File: config.mk
export PLATFORM = sky130hd
export DESIGN_NAME = ncs1d_ram
export DESIGN_NICKNAME = d
export VERILOG_FILES = /design/src/hw/rtl/natural_cubic_spline_1d_top_defines.svh /design/src/hw/rtl/ncs1d_ram.sv
export SDC_FILE = /design/constraint.sdc
export NUM_CORES = 2
export LEC_CHECK = 0
export BUFFER_PORTS_ARGS = -buffer_cell sky130_fd_sc_hd__buf_2
export CAP_MARGIN = 5
export CORE_ASPECT_RATIO = 1.5
export CORE_MARGIN = 8
export CORE_UTILIZATION = 50
export CTS_CLUSTER_DIAMETER = 50
export DETAILED_ROUTE_END_ITERATION = 7
export GPL_TIMING_DRIVEN = 0
export PLACE_DENSITY = 0.71
export SKIP_LAST_GASP = 1
export SYNTH_ARGS = -nofsm -noshare
export SYNTH_HDL_FRONTEND = slang
export SYNTH_SLANG_ARGS = --single-unit
File: constraint.sdc
create_clock -name i_clk -period 11.9 [get_ports i_clk]
set_clock_uncertainty 0.15 [all_clocks]
set_input_delay 2.38 -clock i_clk [delete_from_list [all_inputs] [get_ports i_clk]]
set_output_delay 2.38 -clock i_clk [all_outputs]
set_load 0.01 [all_outputs]
File: src/hw/rtl/natural_cubic_spline_1d_top_defines.svh
// Assertion macros for the natural cubic spline block.
`ifndef NATURAL_CUBIC_SPLINE_1D_TOP_DEFINES_SVH
`define NATURAL_CUBIC_SPLINE_1D_TOP_DEFINES_SVH

// Same-cycle implication, sampled on i_clk, off during reset.
`define NCS_ASSERT_IMPL(lbl, ante, cons, msg) \
    lbl: assert property (@(posedge i_clk) disable iff (!i_rst_n) (ante) |-> (cons)) \
        else $error(msg);

// Next-cycle implication, sampled on i_clk, off during reset.
`define NCS_ASSERT_NEXT(lbl, ante, cons, msg) \
    lbl: assert property (@(posedge i_clk) disable iff (!i_rst_n) (ante) |=> (cons)) \
        else $error(msg);

`endif

File: src/hw/rtl/ncs1d_ram.sv
// Generic single-write, single-read RAM with registered read data.
module ncs1d_ram #(
    parameter int WIDTH = 32,
    parameter int DEPTH = 64
) (
    input  logic                                  i_clk,
    input  logic                                  i_we,
    input  logic [((DEPTH > 1) ? $clog2(DEPTH) : 1)-1:0] i_waddr,
    input  logic [WIDTH-1:0]                      i_wdata,
    input  logic [((DEPTH > 1) ? $clog2(DEPTH) : 1)-1:0] i_raddr,
    output logic [WIDTH-1:0]                      o_rdata
);
    logic [WIDTH-1:0] mem [DEPTH];
    logic [WIDTH-1:0] r_rdata;

    always_ff @(posedge i_clk) begin
        if (i_we) begin
            mem[i_waddr] <= i_wdata;
        end
        r_rdata <= mem[i_raddr];
    end

    assign o_rdata = r_rdata;
endmodule

Yosys cells after proc, flatten, opt, wreduce, memory -nomap -nowiden
Memory sizes are Yosys's and may differ from the RTL's. A register that Yosys moved wholly into a read port is not among the register bits.
Cells that the tools add are included.
{"block": "totals", "latch_bits": 0, "out_inout_bits": 32, "romBits": 0, "regBits": 0, "n_memories": 1, "inputBits": 46, "mem_bits_rw": 2048, "wordCells": 3}
{"memory": "mem", "depth": 64, "word_bits": 32, "rd": 1, "rd_ports_with_merged_regs": 1, "write_ports": 1, "line": "ncs1d_ram.sv:13", "source": "logic [WIDTH-1:0] mem [DEPTH];"}
{"block": "op_classes", "mux": 2, "bitwise_logic": 0, "n_reduce_logical": 0, "div": 0, "n_mul": 0, "n_eq_ne": 0, "n_addsub": 0, "magnitude_cmp": 0, "shift": 0}
{"op": "1-bit two-way mux", "count": 2}

Logic depth before layout (Yosys ltp)
{"block": "depth", "depth_word": 2, "depth_mapped": 10, "depth_no_buf": 5}

Worst setup path before layout
OpenSTA, ideal clock, no wires.
{"block": "synth_path", "path_type": "input-to-reg", "start": "in i_waddr[3] (netlist bit)", "end": "mem mem[48][0] (enable)", "setup_slack_ns": 6.210, "setup_ns": 0.461, "arrival_time_ns": 5.079, "path_buffers": 1, "required_time_ns": 11.289, "path_stages": 4, "cell_sequence": "clkbuf_1 nor2b_1 nand4b_1 nor3_1"}
{"item": "from (decl)", "line": "ncs1d_ram.sv:8", "source": "input logic [((DEPTH > 1) ? $clog2(DEPTH) : 1)-1:0] i_waddr,"}
{"item": "to (decl)", "line": "ncs1d_ram.sv:13"}
No word-level cell before the write port.

==> impl_results.md <==
- Total CTS buffers: ~180
- Critical Path Fanout Max: 10
- Maximum buffer depth of the clock tree: 3
- Via density: roughly 6.7
- Slew headroom: approximately 2.7%
- DR iter-0 viols: 6189
- Setup-failing EPs final: 0
- First-pass GRT wire length: roughly 320000 um
- Leakage power: 27.7 nW
- Power Density: 166 nW/um2
- TritonCTS clock tree: built
- Number of global-route vias before repair: 38900
- Kind of critical path: input pin to flip-flop
- Total Routing Usage GR: a little over a quarter
- Top cells by area, synth: edfxtp_1 78%, mux4_2 16%, mux2i_1 1.2%
- Final hold vios: 0
- Worst-Margin Slew: between 1 and 1.5 ns
- CP Capture Type: flip-flop
- Crit-path cells: buf_2 > buf_2 > buf_2 > buf_1 > nand3b_1 > o221ai_1 > a21oi_1 > a21oi_1 > nor2_1
- Final min period: between 6 and 7 ns
- Finished Layout Cells: between 5000 and 6000
- R2R depth: 4
- Top cells by instance count after synthesis: 2048 x edfxtp_1, 544 x mux4_2, 137 x nor2_1
- Overall die area: 170000 um2
- Share of cells above drive strength 1: between 20 and 30%
- Nets: around 3700
- Max-slew violation total from the final report: 0
- IO Port Bufs: 69
- Worst skew pair latency: a little over 0.8 ns
- Critical path's most frequent cell: buf_2
- Worst Hold Path EP: o_rdata[17]$_DFF_P_
- CTS resizes: 0
- GRT overflow: 0
- DRT Pass-1 Iters: 6
- Hold depth: 4
- R2R Setup Slk: around 9 ns
- Post-CTS setup repair buffer count: 0
- Mean Syn Cell Area: 23.6 um2
- Top-area cell type share of the netlist area: about four fifths
- Post-route ant nets: 0
- # rows: 178
- Residual DRC: 0
- Mapped Cells: 3324
- Synth area leader: edfxtp_1
- Asr flop ratio synth: 0%
- Worst IR drop on VDD: between 0.1 and 0.15 mV
- Synth Cell Area: ~79000 um2
- Initial antenna violation count: 23
- HP Class: flip-flop to flip-flop
- Final worst path period share: between 50% and 60%
- CP max stage delay: around 0.82 ns
- FF-to-FF Start: mem[14][15]$_DFFE_PP_
- DR WL/cell: around 40 um
- Slowest-stage cell, CP: a21oi_1
- Hold_sp: mem[12][17]$_DFFE_PP_
- Die height: approximately 500 um
- CTS root buf: clkbuf_16
- CTS hold repair buffers: 0
- Count of flip-flops with a built-in enable after synthesis: about 2000
- Worst EP arrival: roughly 6.6 ns
- Worst reg2reg endpoint: o_rdata[15]$_DFF_P_
- Area grow syn2layout: 13.9%
- RSZ-0062 raised after global routing: false
- Core area: 156000 um2
- Max Cap Violations: 0
- Initial core utilization: 50.2%
- Post-synthesis register bit count: ~2100
- WP data required: between 10 and 15 ns
- CP Launch Type: input pin
- Hpwl dp: between 150000 and 200000 um
- Largest net degree at the start of global routing: 65
- Clock sinks: 2080
- Fin util: roughly 57%
- I/O pin cnt: between 70 and 80
- Worst Hold Margin: between 0.9 and 1 ns
- Fmax: roughly 160 MHz
- Die Wd: 340 um
- Register area share after synthesis: between 70% and 80%
- Reg clk slew, reported paths: 0.07 ns
- Top-count cell post-synth: edfxtp_1
- Placed Instances: about 5500
- H-tree depth: 4
- GP Congestion: between 1 and 1.5
- Library cells used by synthesis: 34
- Status: complete, no violations
- Final WL: between 200000 and 250000 um
- Yosys warning count: 0
- DR vias: just under 40000
- Mapped Nets: around 3400
- Synth Flop Type: edfxtp_1
- Setup_tns: 0 ns
==> routing by layer <==
metal / vias to the layer above / wire, um / GRT usage (%)
li1: 15000 / - / -
met1: 20500 / 74500 / 32.0
met2: 2983 / 113000 / 43.9
met3: 733 / 26400 / 6.79
met4: 8 / 19600 / 18.3
met5: - / 56 / 0.0844
==> worst max-delay path: cells and delay by family <==
kind                   cells  cell delay (ns)
AO/OA/AOI/OAI              3             1.39
buffers and inverters      4             1.93
AND/OR/NAND/NOR            2             0.84
==> flip-flops by register name (all words and copies together), names as in the netlist <==
name and flops:
mem 2048, o_rdata 32
==> logic make-up after synthesis <==
kind of cell           synth area share [%]
AO/OA/AOI/OAI                          1.67
buffers and inverters                  1.13
flip-flops                             79.1
multiplexers                           16.8
AND/OR/NAND/NOR                        1.27
==> cells in the final DEF (no fill, tap or decap), types with 5 or more instances in the layout <==
cell and count:
nand3b_1 5, nor2_4 62, clkinv_2 21, edfxtp_1 2048
o22ai_1 84, buf_1 21, clkbuf_16 187, nor2b_1 15
o221ai_1 27, buf_4 29, buf_16 11, dfxtp_1 32
mux4_2 544, buf_2 123, nand3_1 5, mux2i_1 93
nand2b_1 8, a311oi_1 8, buf_12 64, nor3_1 5
a21oi_1 62, clkinvlp_4 6, clkbuf_1 121, clkinv_1 41
bufinv_16 14, nor2_1 75, diode_2 9, buf_6 13
a22oi_1 12, nand2_1 26
==> per-stage QoR <==
stage          worst slack, ns  instance area [um2]  total power [W]
6_report                  5.80                89500           0.0148
5_1_grt                   5.99                89400           0.0151
4_1_cts                   6.15                89300           0.0148
3_5_place_dp              5.31                83500          0.00914
3_3_place_gp              2.69                81500          0.00910
2_1_floorplan             6.21                78500          0.00868
==> how the worst max path moves through the flow <==
| stage | from | slack, ns | to |
|---|---|---|---|
| 2_1_floorplan | i_waddr[3] | 6.21 | mem[48][0]$_DFFE_PP_ |
| 3_3_place_gp | i_waddr[3] | 2.69 | mem[48][19]$_DFFE_PP_ |
| 3_5_place_dp | i_raddr[1] | 5.31 | o_rdata[13]$_DFF_P_ |
| 4_1_cts | i_raddr[1] | 6.15 | o_rdata[13]$_DFF_P_ |
| 5_1_grt | i_raddr[1] | 5.99 | o_rdata[13]$_DFF_P_ |
| 6_report | i_raddr[1] | 5.80 | o_rdata[13]$_DFF_P_ |
==> where the power goes <==
group	total [W]	switching [W]	internal, W
sequential	0.00813	0.0000159	0.00811
clock	0.00582	0.00262	0.00321
combinational	0.000880	0.000598	0.000282
==> area by class of cell <==
cell class	instances	area, um2
clock inverter	95	885
clock buffer	237	4890
timing repair buffer	156	2080
antenna	9	22.5
tap	2070	2590
fill	11000	66900
sequential	2080	62100
multi-input combinational	1062	16000
buffer	182	887
No activity file was read; power rests on OpenSTA's default activity.
