`src/hw/rtl/natural_cubic_spline_1d_top_defines.svh`:
```
// Assertion macros for the natural cubic spline block.
`ifndef NATURAL_CUBIC_SPLINE_1D_TOP_DEFINES_SVH
`define NATURAL_CUBIC_SPLINE_1D_TOP_DEFINES_SVH

// Same-cycle implication, sampled on i_clk, off during reset.
`define NCS_ASSERT_IMPL(lbl, ante, cons, msg) \
    lbl: assert property (@(posedge i_clk) disable iff (!i_rst_n) (ante) |-> (cons)) \
        else $error(msg);

// Next-cycle implication, sampled on i_clk, off during reset.
`define NCS_ASSERT_NEXT(lbl, ante, cons, msg) \
    lbl: assert property (@(posedge i_clk) disable iff (!i_rst_n) (ante) |=> (cons)) \
        else $error(msg);

`endif

```
`src/hw/rtl/ncs1d_pkg.sv`:
```
// Shared types, status codes and saturation helpers for the spline block.
package ncs1d_pkg;

    localparam logic [1:0] ST_OK     = 2'd0;
    localparam logic [1:0] ST_ZERO_W = 2'd1;
    localparam logic [1:0] ST_NREADY = 2'd2;

    localparam logic signed [31:0] S32_MAX = 32'sh7FFF_FFFF;
    localparam logic signed [31:0] S32_MIN = 32'sh8000_0000;

    typedef struct packed {
        logic              start;
        logic              shf;     // 1: shift dividend by FRAC_BITS, 0: no shift
        logic signed [33:0] num;
        logic signed [33:0] den;
    } t_div_req;

    typedef struct packed {
        logic              done;
        logic              busy;
        logic signed [31:0] quo;
    } t_div_rsp;

    // magnitude plus sign to saturated 32-bit signed
    function automatic logic signed [31:0] sat_mag(input logic neg, input logic [63:0] m);
        logic signed [31:0] r;
        if (neg) begin
            r = (m >= 64'h8000_0000) ? S32_MIN : -$signed(m[31:0]);
        end else begin
            r = (m > 64'h7FFF_FFFF) ? S32_MAX : $signed(m[31:0]);
        end
        return r;
    endfunction

    function automatic logic signed [31:0] sat36(input logic signed [35:0] v);
        logic signed [31:0] r;
        if (v > 36'sh0_7FFF_FFFF) begin
            r = S32_MAX;
        end else if (v < -36'sh0_8000_0000) begin
            r = S32_MIN;
        end else begin
            r = v[31:0];
        end
        return r;
    endfunction

endpackage

```
`src/hw/rtl/ncs1d_div.sv`:
```
// Iterative signed Q divider: (num << sh) / den, rounded half away, saturated.
module ncs1d_div
    import ncs1d_pkg::*;
#(
    parameter int FRAC_BITS = 16
) (
    input  logic     i_clk,
    input  logic     i_rst_n,
    input  t_div_req i_req,
    output t_div_rsp o_rsp
);
    logic              r_busy, n_busy;
    logic              r_done, n_done;
    logic [5:0]        r_cnt, n_cnt;
    logic [33:0]       r_rem, n_rem;
    logic [63:0]       r_dvd, n_dvd;
    logic [33:0]       r_ud, n_ud;
    logic              r_neg, n_neg;
    logic              r_zero, n_zero;
    logic signed [31:0] r_quo, n_quo;

    logic [33:0] un, ud;
    logic [34:0] rem_sh;
    logic        qbit;
    logic [63:0] qfin;

    always_comb begin
        un     = i_req.num[33] ? 34'(-i_req.num) : 34'(i_req.num);
        ud     = i_req.den[33] ? 34'(-i_req.den) : 34'(i_req.den);
        rem_sh = {r_rem, r_dvd[63]};
        qbit   = (rem_sh >= {1'b0, r_ud});
        qfin   = {r_dvd[62:0], qbit};

        n_busy = r_busy;
        n_done = 1'b0;
        n_cnt  = r_cnt;
        n_rem  = r_rem;
        n_dvd  = r_dvd;
        n_ud   = r_ud;
        n_neg  = r_neg;
        n_zero = r_zero;
        n_quo  = r_quo;

        if (r_busy) begin
            n_rem = qbit ? 34'(rem_sh - {1'b0, r_ud}) : rem_sh[33:0];
            n_dvd = qfin;
            n_cnt = r_cnt + 6'd1;
            if (r_cnt == 6'd63) begin
                n_busy = 1'b0;
                n_done = 1'b1;
                n_quo  = r_zero ? 32'sd0 : sat_mag(r_neg, qfin);
            end
        end else if (i_req.start) begin
            n_busy = 1'b1;
            n_cnt  = '0;
            n_rem  = '0;
            n_ud   = ud;
            n_neg  = i_req.num[33] ^ i_req.den[33];
            n_zero = (i_req.den == '0);
            n_dvd  = ({30'd0, un} << (i_req.shf ? FRAC_BITS : 0)) + {31'd0, ud[33:1]};
        end
    end

    always_ff @(posedge i_clk) begin
        if (!i_rst_n) begin
            r_busy <= 1'b0;
            r_done <= 1'b0;
            r_cnt  <= '0;
        end else begin
            r_busy <= n_busy;
            r_done <= n_done;
            r_cnt  <= n_cnt;
        end
        r_rem  <= n_rem;
        r_dvd  <= n_dvd;
        r_ud   <= n_ud;
        r_neg  <= n_neg;
        r_zero <= n_zero;
        r_quo  <= n_quo;
    end

    assign o_rsp.done = r_done;
    assign o_rsp.busy = r_busy;
    assign o_rsp.quo  = r_quo;
endmodule

```
`config.mk`:
```
export PLATFORM = sky130hd
export DESIGN_NAME = ncs1d_div
export DESIGN_NICKNAME = d
export VERILOG_FILES = /design/src/hw/rtl/natural_cubic_spline_1d_top_defines.svh /design/src/hw/rtl/ncs1d_pkg.sv /design/src/hw/rtl/ncs1d_div.sv
export SDC_FILE = /design/constraint.sdc
export NUM_CORES = 1
export LEC_CHECK = 0
export BUFFER_PORTS_ARGS = -buffer_cell sky130_fd_sc_hd__buf_2
export CORE_UTILIZATION = 60
export DETAILED_ROUTE_END_ITERATION = 12
export GPL_TIMING_DRIVEN = 0
export PLACE_DENSITY_LB_ADDON = 0.08
export SYNTH_ARGS = -nofsm -noshare
export SYNTH_HDL_FRONTEND = slang
export SYNTH_SLANG_ARGS = --single-unit
```
`constraint.sdc`:
```
create_clock -name i_clk -period 8.2 [get_ports i_clk]
set_input_delay 0.41 -clock i_clk [delete_from_list [all_inputs] [get_ports i_clk]]
set_output_delay 0.41 -clock i_clk [all_outputs]
set_load 0.01 [all_outputs]
```
## Word level (Yosys, flattened, before mapping)

Index checks and enable logic that the tools add are counted.

- Register bits after elaboration: 174
- Word-level logic and storage cells: 44
- Output and inout bits: 34
- Bits of input ports: 72

- Equal/unequal tests: 1
- Bitwise gates (word level): 2
- Shifts and indexed selects: 1
- $lt $le $gt $ge: 3
- Reductions and logical operators: 5
- Add/subtract/negate cells: 6
- Multiplexer cells: 17

Operators with widths:

| operator | count |
|---|---|
| 34-bit 2-to-1 mux | 5 |
| 64-bit 2-to-1 mux | 2 |
| 32-bit 2-to-1 mux | 3 |
| 34-bit negator | 2 |
| 64-bit by 33-bit adder with 64-bit output | 1 |
| 64-bit by 32-bit greater-or-equal comparator with 1-bit output, second input constant | 1 |
| 64-bit by 31-bit > comparator with 1-bit output, second input constant | 1 |
| 34-bit by 5-bit << shifter with 64-bit output | 1 |
| 35-bit by 34-bit greater-or-equal comparator with 1-bit output | 1 |
| 34-bit logical NOT | 1 |
| 34-bit subtractor | 1 |
| 32-bit negator | 1 |
| 6-bit 2-to-1 mux | 2 |
| 6-bit by 1-bit adder with 6-bit output, second input constant | 1 |
| 6-bit == test, second input constant | 1 |
| 2-bit AND reduction | 3 |
| 5-bit 2-to-1 mux | 1 |
| 1-bit 2-to-1 mux | 4 |
| 2-bit nonzero test | 1 |
| 1-bit NOT | 1 |
| 1-bit XOR | 1 |

## Longest topological paths before layout

Gate-level depths: netlist (run 1).

- Word-level depth: 6
- Depth in mapped cells: 21
- Mapped depth without buffers: 19

## Worst setup path before layout (run 1)

Ideal clock, no wire load.

- Path kind: reg-to-reg
- From: register r_rem[9]
- To: register r_quo[30] (data pin)
- Data required time: 7.934 ns
- Arrival: 4.550 ns
- Stages on the path, launching flop included: 21
- Path slack: 3.384 ns
- Clock period less this slack: 4.816 ns
- Setup time: 0.266 ns
- Cells stage by stage: edfxtp_1 ha_1 clkbuf_1 a21o_1 a31oi_1 o21ai_0 a31o_2 a21oi_1 o21ai_0 inv_1 buf_2 ha_1 nor3b_1 nand3_1 or4_1 nor2_1 nand2_1 o21ai_1 o21ai_0 xor2_1 nor2_1

- Cells in the longest elaborated chain, start to end: 4
- Elaborated cells on any way between the ends: 7
- Classes of those cells: add/sub (1); order compare (3); mux (3)

Ends and longest elaborated chain:

| item | line | RTL |
|---|---|---|
| start: declaration | ncs1d_div.sv:15 | `logic [33:0] r_rem, n_rem;` |
| start signal: assignment | ncs1d_div.sv:74 | `r_rem <= n_rem;` |
| 35-bit by 34-bit greater-or-equal comparator with 1-bit output (*) | ncs1d_div.sv:31 | `qbit = (rem_sh >= {1'b0, r_ud});` |
| 64-bit by 31-bit > comparator with 1-bit output, or another cell as far along | ncs1d_pkg.sv:30 | `r = (m > 64'h7FFF_FFFF) ? S32_MAX : $signed(m[31:0]);` |
| 32-bit 2-to-1 mux (on tied branches) | ncs1d_pkg.sv:30, ncs1d_pkg.sv:28 |  |
| 32-bit 2-to-1 mux (*) | ncs1d_pkg.sv:27 | `if (neg) begin` |
| end signal: assignment | ncs1d_div.sv:79 | `r_quo <= n_quo;` |
| end: declaration | ncs1d_div.sv:20 | `logic signed [31:0] r_quo, n_quo;` |

Every way passes the cells marked *; elsewhere a longest branch is shown, timed or not.
A chain may end at the register's enable or synchronous reset.

## Final worst setup path (run 1)

- From: register r_rem[11]
- To: register r_quo[30] (data pin)

Same word-level chain as after synthesis.

==> summary.txt, run 1 <==
Worst setup path
  • Worst path slowest cell: o41ai_1
  • Worst path bufs/invs: 2
  • Crit path max-delay family: compound AO/OA/AOI/OAI gates
  • CP Capture Type: flip-flop
  • Critical path, cell by cell: ha_1 -> a21oi_1 -> o21ai_0 -> o41ai_1 -> o211ai_1 -> a21oi_1 -> o21ai_0 -> inv_1 -> buf_2 -> ha_1 -> nor3b_1 -> nand3_1 -> or4_1 -> nor2_1 -> nand2_1 -> o21ai_1 -> o21ai_0 -> xor2_1 -> nor2_1
  • CP Max Fanout: 10
  • RR Endpoint: r_quo[30]$_SDFFCE_PP0P_
  • Critical Path Start Type: flip-flop
  • Critical R2R Launch: r_rem[11]$_SDFFCE_PN0P_
  • Most used cell, CP: o21ai_0
  • R2R cell count: 19
  • R2r setup slk: 1.24 ns
  • Arrival time at the worst endpoint: 7.15 ns
  • Setup CP Type: flip-flop to flip-flop
  • CP max stage delay: 0.75 ns
  • Required @ worst endpoint: 8.39 ns

Floorplanning
  • Die area: 0.0230 mm2
  • Starting density of the core: 61.3%
  • Io pins: 106
  • Die height: 152 um
  • Site Rows: 54
  • Die width: 152 um
  • Core Area: 0.0219 mm2

Clock network
  • CTS sink cnt: 174
  • Number of gates resized after cts: 0
  • Reg clk slew, reported paths: 0.08 ns
  • Root buf cell: clkbuf_16
  • Buffers inserted by post-CTS timing repair: 0
  • Max Root-Sink Buffers: 2
  • TritonCTS Buffers: 17
  • Post-CTS Hold Buffers: 0
  • TritonCTS clock tree: yes
  • Clk_lat worst skew: 0.45 ns
  • H-tree Lvls: 4

Synth
  • Syn Nets: 1633
  • Post-synth cell types: 82
  • Post-synth EDFFs: 166
  • Ys Warns: 0
  • Mapped Area: 0.0134 mm2
  • Post-Syn Area per Cell: 9.02 um2
  • Synth async-reset ratio: 0%
  • Main flop type after synthesis: edfxtp_1
  • Seq cells post-synth: 174
  • Sequential-to-total area share from yosys stat: 38.3%
  • Gate Count Post-Synth: 1488

Pwr
  • LEAKAGE: 5.79 nW
  • P per Cell Area: 212 mW/mm2
  • Comb power frac: 35.2%
  • Internal power: 1.96 mW
  • Max IR drop VDD: 152 uV
  • Switching share of total power: 38.3%
  • Switching power: 1.21 mW
  • Clk pwr share: 26.1%
  • Tot Pwr: 3.17 mW
  • Register share of total power: 38.8%

Timing
  • WHS: 0.207 ns
  • Max-slew violation count: 0
  • Fmax: 144 MHz
  • Setup TNS: 0 ns
  • Fin Clk Skew: 0.0205 ns
  • Slew HR: 27.7%
  • Fin crit period: 6.96 ns
  • Final setup violation count: 0
  • Unrepaired setup endpoints after global routing: false
  • Worst-Margin Slew: 1.08 ns
  • Final Cycle Share: 84.8%
  • Final hold vios: 0

Placed design
  • Port bufs: 103
  • RePlAce Congestion: 0.961
  • Half-perimeter wire length after detailed placement: 31.1 mm

Route
  • DRC viols: 0
  • Final wirelength: 40.0 mm
  • Pre-antenna DRT Iters: 6
  • DRT antenna net count: 0
  • Vias: 12300
  • WL/cell: 21.0 um
  • Detailed Route Iter0 Violations: 1201
  • Vias per cell: 6.45

Cells and area
  • Layout cell share with drive strength beyond 1: 11.6%
  • Number of fill cells: 1849
  • Synthesis-to-finish area growth: 11.2%
  • Commonest non-fill, non-tap cell in the layout: edfxtp_1
  • Most frequent cells in the layout: edfxtp_1, nor2_1, nand2_1, o21ai_0, buf_2
  • NumNets Final: 1757
  • Antenna diode count: 0

Global routing
  • Vias in the first global route: 11200
  • Tot GR Track Use: 35.4%
  • First-pass GRT wire length: 61.1 mm
  • Grt ovf: 0
  • Largest net degree at the start of global routing: 58
  • Initial antenna violation count: 0

Min path
  • Hold Crit Class: primary input to flip-flop
  • WHS Path Cells: 1
  • Hold endpoint: r_ud[0]$_DFFE_PP_
  • Min-delay src: i_req[0]

Status
  • Outcome: complete, no violations

Flow run
  • Max_cap viols: 0
==> flip-flops by register name, indices dropped and copies added, names as in the netlist <==
register	cells
r_dvd	64
r_rem	34
r_ud	34
r_quo	32
r_cnt	6
r_busy	1
r_done	1
r_neg	1
r_zero	1
==> metrics by stage <==
step / util, % / area (um2) / setup WS [ns] / std cells
finish: 68.2 / 14900 / 1.24 / 1905
global route: 68.2 / 14900 / 0.892 / 1905
CTS: 68.2 / 14900 / 1.42 / 1905
detailed placement: 65.5 / 14300 / 1.49 / 1873
global placement: 65.3 / 14300 / 1.59 / 1871
floorplan: - / 13400 / 3.38 / 1488
==> Yosys cell counts, drive strengths merged (7+ instances only) <==
cell type / instances / share of area, %
edfxtp: 166 / 37
nor2: 155 / 4.3
nor4: 28 / 1.7
and3: 8 / 0.37
o22ai: 14 / 0.65
clkbuf: 58 / 1.9
inv: 64 / 1.8
o21ai: 107 / 4.0
and2: 24 / 1.1
or2: 7 / 0.33
nand2b: 13 / 0.62
or3: 17 / 0.79
mux2i: 18 / 1.3
o211ai: 8 / 0.45
or4: 12 / 0.70
xor2: 55 / 3.6
dfxtp: 8 / 1.2
o41ai: 17 / 1.3
o21bai: 11 / 0.62
nand2: 155 / 4.4
a21o: 28 / 1.6
o31ai: 34 / 1.9
nor3: 37 / 1.4
a2111oi: 8 / 0.62
a211oi: 15 / 0.84
nand4: 27 / 1.3
nor2b: 13 / 0.61
ha: 71 / 6.6
xnor2: 87 / 5.7
nand3: 27 / 1.0
a31oi: 24 / 1.1
a21oi: 85 / 3.2
==> power groups by stage <==
stage / registers [mW] / clock network (mW) / logic (mW)
floorplan: 1.20 / 0 / 0.795
global placement: 1.24 / 0 / 1.06
detailed placement: 1.24 / 0 / 1.09
CTS: 1.22 / 0.826 / 1.09
global route: 1.24 / 0.858 / 1.22
finish: 1.23 / 0.826 / 1.11
==> cell families (layout without fill, tap and decap cells) <==
family                   Yosys count  after routing  synth area share [%]
AND/OR/NAND/NOR                  545            545                  20.0
adder cells (fa/ha/maj)           73             73                  6.92
XOR/XNOR                         142            142                  9.27
buffers and inverters            130            267                  4.06
flip-flops                       174            174                  38.3
multiplexers                      24             24                  1.87
AO/OA/AOI/OAI                    400            400                  19.5
==> worst max-delay path by stage <==
stage / startpoint / to / slack, ns / cells past startpoint
finish: r_rem[11]$_SDFFCE_PN0P_ / r_quo[30]$_SDFFCE_PP0P_ / 1.24 / 19
global route: r_rem[11]$_SDFFCE_PN0P_ / r_quo[30]$_SDFFCE_PP0P_ / 0.89 / 19
CTS: r_rem[11]$_SDFFCE_PN0P_ / r_quo[30]$_SDFFCE_PP0P_ / 1.42 / 19
detailed placement: r_rem[11]$_SDFFCE_PN0P_ / r_quo[30]$_SDFFCE_PP0P_ / 1.49 / 19
global placement: r_rem[11]$_SDFFCE_PN0P_ / r_quo[30]$_SDFFCE_PP0P_ / 1.59 / 19
floorplan: r_rem[9]$_SDFFCE_PN0P_ / r_quo[30]$_SDFFCE_PP0P_ / 3.38 / 20
==> cell type report <==
class                      count  area (um2)  share of cell area, %
clock buffer                  17         425                   2.85
tap                          280         350                   2.35
clock inverter                15         165                   1.11
timing repair buffer         105         558                   3.74
inverter                      66         250                   1.68
buffer                        64         297                   1.99
multi-input combinational   1184        7730                   51.8
sequential                   174        5140                   34.5
==> per-layer routing <==
layer  wire, um  track usage, %  up-vias
met4       1640            16.1        0
met3       3310            5.27       93
li1           -               -     5800
met5          0               0        -
met1      17400            48.8     5807
met2      17700            55.0      580
==> worst reg2reg max path, stage by stage, from the launching register on <==
cell	delay (ns)
edfxtp_1	0.42
ha_1	0.34
a21oi_1	0.22
o21ai_0	0.15
o41ai_1	0.75
o211ai_1	0.19
a21oi_1	0.63
o21ai_0	0.52
inv_1	0.44
buf_2	0.42
ha_1	0.26
nor3b_1	0.44
nand3_1	0.29
or4_1	0.63
nor2_1	0.17
nand2_1	0.11
o21ai_1	0.32
o21ai_0	0.18
xor2_1	0.17
nor2_1	0.05
Note: power is estimated with default switching activity, not from simulation.
==> run 2, diff against run 1 <==
==> constraint.sdc (replaced) <==
create_clock -name i_clk -period 6.9 [get_ports i_clk]
set_input_delay 0.345 -clock i_clk [delete_from_list [all_inputs] [get_ports i_clk]]
set_output_delay 0.345 -clock i_clk [all_outputs]
set_load 0.01 [all_outputs]
==> run 2 against run 1 <==
Sequential power grew 19%. Final area is essentially flat. Sequential cell count is the same. First-iteration DRC count shrank 4.7%. Critical endpoint unchanged.
==> summary.txt, run 2 (synthesized netlist as in run 1, its figures left out) <==
Status
  • Outcome: complete, no violations

Clock network
  • Buffers inserted by post-CTS timing repair: 0 (unchanged)
  • CTS sink cnt: 174 (unchanged)
  • Root buf cell: clkbuf_16
  • TritonCTS clock tree: yes
  • H-tree Lvls: 4 (unchanged)
  • TritonCTS Buffers: 17 (unchanged)
  • Max Root-Sink Buffers: 2 (unchanged)
  • Post-CTS Hold Buffers: 0 (unchanged)
  • Number of gates resized after cts: 0 (unchanged)
  • Reg clk slew, reported paths: 0.08 ns (about the same)
  • Clk_lat worst skew: 0.45 ns (about the same)

Worst setup path
  • R2r setup slk: 0.41 ns (-0.83 ns)
  • R2R cell count: 19 (unchanged)
  • CP Max Fanout: 10 (unchanged)
  • Critical Path Start Type: flip-flop
  • Crit path to: r_quo[30]$_SDFFCE_PP0P_
  • RR Endpoint: r_quo[30]$_SDFFCE_PP0P_
  • Arrival time at the worst endpoint: 6.68 ns (-0.47 ns)
  • Required @ worst endpoint: 7.09 ns (-1.30 ns)
  • CP Capture Type: flip-flop
  • Worst Setup SP: r_rem[11]$_SDFFCE_PN0P_
  • Setup CP Type: flip-flop to flip-flop
  • Critical R2R Launch: r_rem[11]$_SDFFCE_PN0P_

Floorplanning
  • Io pins: 106 (unchanged)
  • Die area: 0.0230 mm2 (unchanged)
  • Die height: 152 um (unchanged)
  • Site Rows: 54 (unchanged)
  • Core Area: 0.0219 mm2 (unchanged)
  • Starting density of the core: 61.3% (unchanged)
  • Die width: 152 um (unchanged)

Route
  • Detailed Route Iter0 Violations: 1145 (-4.7%)
  • Pre-antenna DRT Iters: 7 (+1)
  • DRC viols: 0 (unchanged)
  • WL/cell: 21.1 um (+0.41%)
  • Vias: 12300 (+0.28%)
  • DRT antenna net count: 0 (unchanged)
  • Vias per cell: 6.46 (+0.28%)
  • Final wirelength: 40.2 mm (+0.41%)

Cells and area
  • Commonest non-fill, non-tap cell in the layout: edfxtp_1
  • Most frequent cells in the layout: edfxtp_1, nor2_1, nand2_1, o21ai_0, buf_2
  • Finished Cell Area: 0.0149 mm2 (about the same)
  • Layout cell share with drive strength beyond 1: 11.8% (+0.12 points)
  • Biggest register: r_dvd
  • Antenna diode count: 0 (unchanged)
  • Number of fill cells: 1847 (-0.11%)
  • Max FFs per register: 64 (unchanged)
  • NumNets Final: 1757 (unchanged)
  • Biggest regs: r_dvd: 64 flops, r_rem: 34 flops, r_ud: 34 flops
  • Synthesis-to-finish area growth: 11.3% (about the same)

Timing
  • Unrepaired setup endpoints after global routing: false
  • Final setup violation count: 0 (unchanged)
  • Fin crit period: 6.49 ns (-0.471 ns)
  • Setup TNS: 0 ns (unchanged)
  • Max-slew violation count: 0 (unchanged)
  • Final hold vios: 0 (unchanged)
  • Worst setup margin: 0.415 ns (-0.829 ns)
  • Slew HR: 26.2% (-1.5 points)
  • Fin Clk Skew: 0.0186 ns (-0.00192 ns)
  • Fmax: 154 MHz (+7.3%)
  • Worst-Margin Slew: 1.10 ns (+0.0218 ns)
  • Final Cycle Share: 94.0% (+9.2 points)

Min path
  • Hold Crit Class: primary input to flip-flop

Flow run
  • Max_cap viols: 0 (unchanged)

Global routing
  • Grt ovf: 0 (unchanged)
  • Tot GR Track Use: 35.4% (unchanged)
  • First-pass GRT wire length: 61.1 mm (unchanged)
  • Vias in the first global route: 11200 (unchanged)
  • Largest net degree at the start of global routing: 58 (unchanged)
  • Initial antenna violation count: 0 (unchanged)

Placed design
  • DP Area: 0.0143 mm2 (unchanged)
  • Worst slack, placed: 0.192 ns (-1.30 ns)
  • Half-perimeter wire length after detailed placement: 31.1 mm (unchanged)
  • Port bufs: 103 (unchanged)
  • RePlAce Congestion: 0.961 (unchanged)

Pwr
  • Max IR drop VDD: 179 uV (+18%)
  • P per Cell Area: 252 mW/mm2 (+19%)
  • Tot Pwr: 3.77 mW (+19%)
  • LEAKAGE: 5.79 nW (about the same)
-- run 2: changes by cell type in the layout (fill, tap and decap cells not counted) --
cell,delta
o41ai_1,-1
o41ai_2,+1
a21oi_1,-1
a21oi_2,+1
-- run 2: critical path: stages, from the launching register on --
cell and delay [ns]:
edfxtp_1 0.42, ha_1 0.34, a21oi_1 0.22, o21ai_0 0.17, o41ai_2 0.49, o211ai_1 0.20, a21oi_2 0.40, o21ai_0 0.45
inv_1 0.45, buf_2 0.43, ha_1 0.26, nor3b_1 0.46, nand3_1 0.29, or4_1 0.63, nor2_1 0.17, nand2_1 0.11
o21ai_1 0.33, o21ai_0 0.18, xor2_1 0.17, nor2_1 0.05
-- run 2: routing by layer --
| metal | vias to the layer above | track usage (%) | part of all wire [%] |
|---|---|---|---|
| li1 | 5795 | - | - |
| met1 | 5829 | 48.8 | 43 |
| met2 | 593 | 55.0 | 44 |
| met3 | 97 | 5.27 | 8.7 |
| met4 | 0 | 16.1 | 4.2 |
| met5 | - | 0 | 0 |
-- run 2: layout make-up --
class	instances	area [um2]	area share, %
Tap cell	280	350	2.35
Timing Repair Buffer	105	558	3.74
Sequential cell	174	5140	34.5
Inverter	66	250	1.68
Multi-Input combinational cell	1184	7740	51.9
Clock inverter	15	165	1.11
Clock buffer	17	425	2.85
Buffer	64	297	1.99
-- run 2: worst min-delay path by stage --
stage,from,to,slack [ns],cells past startpoint
4_1_cts,i_req[0],r_ud[0]$_DFFE_PP_,0.14,1
2_1_floorplan,i_req[0],r_ud[0]$_DFFE_PP_,0.44,0
5_1_grt,i_req[0],r_ud[0]$_DFFE_PP_,0.14,1
6_report,i_req[0],r_ud[0]$_DFFE_PP_,0.14,1
3_3_place_gp,r_cnt[3]$_SDFFE_PN0P_,r_cnt[3]$_SDFFE_PN0P_,0.48,2
3_5_place_dp,r_cnt[3]$_SDFFE_PN0P_,r_cnt[3]$_SDFFE_PN0P_,0.49,2
-- run 2: report_power, final --
group          internal, mW  switching, mW
logic                 0.499          0.831
clock network         0.487          0.494
registers              1.34          0.120
total                  2.33           1.45
-- run 2: per-stage QoR --
step	cells	util, %	hold WS (ns)
2_1_floorplan	1488	-	0.444
5_1_grt	1905	68.2	0.135
3_3_place_gp	1871	65.3	0.480
4_1_cts	1905	68.2	0.135
6_report	1905	68.2	0.143
3_5_place_dp	1873	65.5	0.493
==> run 3, diff against run 2 <==
--- a/config.mk
+++ b/config.mk
@@ -6,7 +6,7 @@
 export NUM_CORES = 1
 export LEC_CHECK = 0
 export BUFFER_PORTS_ARGS = -buffer_cell sky130_fd_sc_hd__buf_2
-export CORE_UTILIZATION = 60
+export CORE_UTILIZATION = 56
 export DETAILED_ROUTE_END_ITERATION = 12
 export GPL_TIMING_DRIVEN = 0
 export PLACE_DENSITY_LB_ADDON = 0.08
==> constraint.sdc (replaced) <==
create_clock -name i_clk -period 5.9 [get_ports i_clk]
set_input_delay 0.295 -clock i_clk [delete_from_list [all_inputs] [get_ports i_clk]]
set_output_delay 0.295 -clock i_clk [all_outputs]
set_load 0.02 [all_outputs]
==> run 3 against run 2 <==
Critical path depth fell by 2. Clock-buffer cell count stayed put. Clock skew down 0.0014 ns. Wire length shrank 2.0%. Power rose by 17%. Combinational power grew 17%. Global-route usage fell by 2.7 points. Largest power group unchanged. Hold slack got worse by 0.048 ns. Setup slack lost 0.095 ns. Highest routed layer unchanged. Clock power rose by 16%. Non-clock buffer count is 2 higher. Register-to-register slack better by 0.03 ns.
==> summary.txt, run 3 (synthesized netlist as in run 1, its figures left out) <==
Status
  • Outcome: complete, no violations

Route
  • Vias per cell: 6.31 (-2.5%)
  • DRT antenna net count: 0 (unchanged)
  • Detailed Route Iter0 Violations: 1281 (+12%)
  • Final wirelength: 39.4 mm (-2.0%)
  • WL/cell: 20.2 um (-4.2%)
  • Vias: 12300 (-0.25%)
  • DRC viols: 0 (unchanged)
  • Pre-antenna DRT Iters: 8 (+1)

Timing
  • Worst setup margin: 0.319 ns (-0.0955 ns)
  • Final hold vios: 0 (unchanged)
  • Unrepaired setup endpoints after global routing: false
  • Setup TNS: 0 ns (unchanged)
  • Final Cycle Share: 94.6%
  • Fin crit period: 5.58 ns
  • WHS: 0.0952 ns (-0.0481 ns)
  • Slew HR: 32.9% (+6.7 points)
  • Worst-Margin Slew: 1.00 ns (-0.0996 ns)
  • Final setup violation count: 0 (unchanged)
  • Fin Clk Skew: 0.0172 ns (-0.00138 ns)
  • Fmax: 179 MHz
  • Max-slew violation count: 0 (unchanged)

Pwr
  • Clk pwr share: 26.0% (about the same)
  • P per Cell Area: 294 mW/mm2 (+16%)
  • Max IR drop VDD: 174 uV (-3.1%)
  • Switching share of total power: 38.2% (-0.12 points)
  • Comb power frac: 35.4% (about the same)
  • Register share of total power: 38.7% (about the same)
  • Switching power: 1.68 mW (+17%)
  • Internal power: 2.73 mW (+17%)
  • LEAKAGE: 5.80 nW (+0.16%)

Floorplanning
  • Site Rows: 56 (+3.7%)
  • Io pins: 106 (unchanged)
  • Die width: 157 um (+3.5%)
  • Die height: 157 um (+3.5%)
  • Starting density of the core: 57.2% (-4.1 points)
  • Core Area: 0.0235 mm2 (+7.2%)
  • Die area: 0.0246 mm2 (+7.0%)

Placed design
  • DP Cell Count: 1912 (+2.1%)
  • Half-perimeter wire length after detailed placement: 30.2 mm (-3.0%)
  • Worst slack, placed: -0.588 ns (-0.780 ns)
  • DP Area: 0.0144 mm2 (+0.34%)
  • Port bufs: 103 (unchanged)
  • RePlAce Congestion: 1.05 (+9.4%)

Min path
  • Hold Crit Class: primary input to flip-flop

Worst setup path
  • Critical Path Start Type: primary input
  • Setup CP Type: primary input to flip-flop
  • Arrival time at the worst endpoint: 5.75 ns (-0.93 ns)
  • CP Capture Type: flip-flop
  • Required @ worst endpoint: 6.07 ns (-1.02 ns)
  • CP Max Fanout: 10 (unchanged)
  • R2r setup slk: 0.44 ns (+0.03 ns)

Clock network
  • Reg clk slew, reported paths: 0.07 ns (about the same)
  • Root buf cell: clkbuf_16
  • TritonCTS Buffers: 17 (unchanged)
  • TritonCTS clock tree: yes
  • CTS sink cnt: 174 (unchanged)
  • Post-CTS Hold Buffers: 0 (unchanged)
  • Clk_lat worst skew: 0.46 ns (about the same)
  • H-tree Lvls: 4 (unchanged)
  • Max Root-Sink Buffers: 2 (unchanged)

Global routing
  • Met2 usage: 50.6% (-4.4 points)
  • Global-route met1 utilization: 45.2% (-3.6 points)
  • First-pass GRT wire length: 60.7 mm (-0.73%)
  • Initial antenna violation count: 1 (+1)
  • GR Util met3: 5.93% (+0.66 points)
  • Grt ovf: 0 (unchanged)
  • Vias in the first global route: 11100 (-0.72%)
  • GRT Max-Usage Layer: met2
  • Largest net degree at the start of global routing: 55 (-5.2%)
  • Tot GR Track Use: 32.7% (-2.7 points)

Cells and area
  • Finished Cell Area: 0.0150 mm2 (+0.58%)
  • Number of fill cells: 2023 (+9.5%)
  • Max FFs per register: 64 (unchanged)
  • Most frequent cells in the layout: edfxtp_1, nor2_1, nand2_1, buf_2, o21ai_0
  • NumNets Final: 1759 (+0.11%)
  • Layout cell share with drive strength beyond 1: 12.0% (+0.29 points)
  • Commonest non-fill, non-tap cell in the layout: edfxtp_1
  • Non-Filler Instances: 1948 (+2.3%)
  • Biggest regs: r_dvd: 64 flops, r_rem: 34 flops, r_ud: 34 flops
  • Synthesis-to-finish area growth: 11.9%
  • Biggest register: r_dvd

Flow run
  • Max_cap viols: 0 (unchanged)
run 3: routing by layer:
layer  up-vias  share of wire (%)  wire length, um
li1       5791                  -                -
met1      5778                 43            17100
met2       617                 43            17100
met3        97                9.3             3680
met4         0                3.7             1460
met5         -                  0                0
run 3: final timing paths:
path / start / end / depth (start not counted)
worst min-delay path: i_req[0] / r_ud[0]$_DFFE_PP_ / 1
worst max-delay path: i_req[67] / r_dvd[40]$_DFFE_PP_ / 17
worst min register to register: r_cnt[3]$_SDFFE_PN0P_ / r_cnt[3]$_SDFFE_PN0P_ / 2
worst max register to register: r_rem[11]$_SDFFCE_PN0P_ / r_quo[30]$_SDFFCE_PP0P_ / 20
run 3: layout make-up:
| cell class | count | area [um2] | share of cell area, % |
|---|---|---|---|
| Tap cell | 319 | 399 | 2.66 |
| Clock inverter | 15 | 166 | 1.11 |
| Antenna cell | 2 | 5.00 | 0.0333 |
| Multi-Input combinational cell | 1184 | 7760 | 51.7 |
| Timing Repair Buffer | 107 | 573 | 3.82 |
| Buffer | 64 | 297 | 1.97 |
| Sequential cell | 174 | 5140 | 34.3 |
| Inverter | 66 | 250 | 1.67 |
| Clock buffer | 17 | 425 | 2.83 |
run 3: metrics by stage:
| step | total power [mW] | util, % |
|---|---|---|
| after global placement | 3.20 | 61.1 |
| after floorplan | 2.78 | - |
| final | 4.41 | 64.0 |
| after global routing | 4.62 | 64.0 |
| after CTS | 4.37 | 63.9 |
| after detailed placement | 3.22 | 61.3 |
run 3: repair_timing:
item	CTS	global route
setup endpoints to repair	8	7
resized for setup	3	4
pin swaps	1	0
buffers inserted	2	0
gates cloned	0	0
run 3: power groups by stage:
stage,clock [mW],sequential (mW),combinational [mW]
6_report,1.14,1.71,1.56
5_1_grt,1.20,1.72,1.70
4_1_cts,1.15,1.70,1.52
3_5_place_dp,0,1.72,1.50
3_3_place_gp,0,1.72,1.47
2_1_floorplan,0,1.67,1.10
run 3: worst max-delay path, stage by stage:
cell and delay, ns:
clkbuf_1 0.34, clkbuf_1 0.42, clkbuf_1 0.42, buf_1 0.46
o41ai_1 0.20, xor2_1 0.38, mux2i_1 0.14, ha_1 0.33
clkbuf_1 0.37, nand4_1 0.20, a2111oi_0 0.50, nor3_1 0.13
o21a_1 0.22, a311o_2 0.44, a2111oi_0 0.55, xor2_1 0.22
o21ai_0 0.11
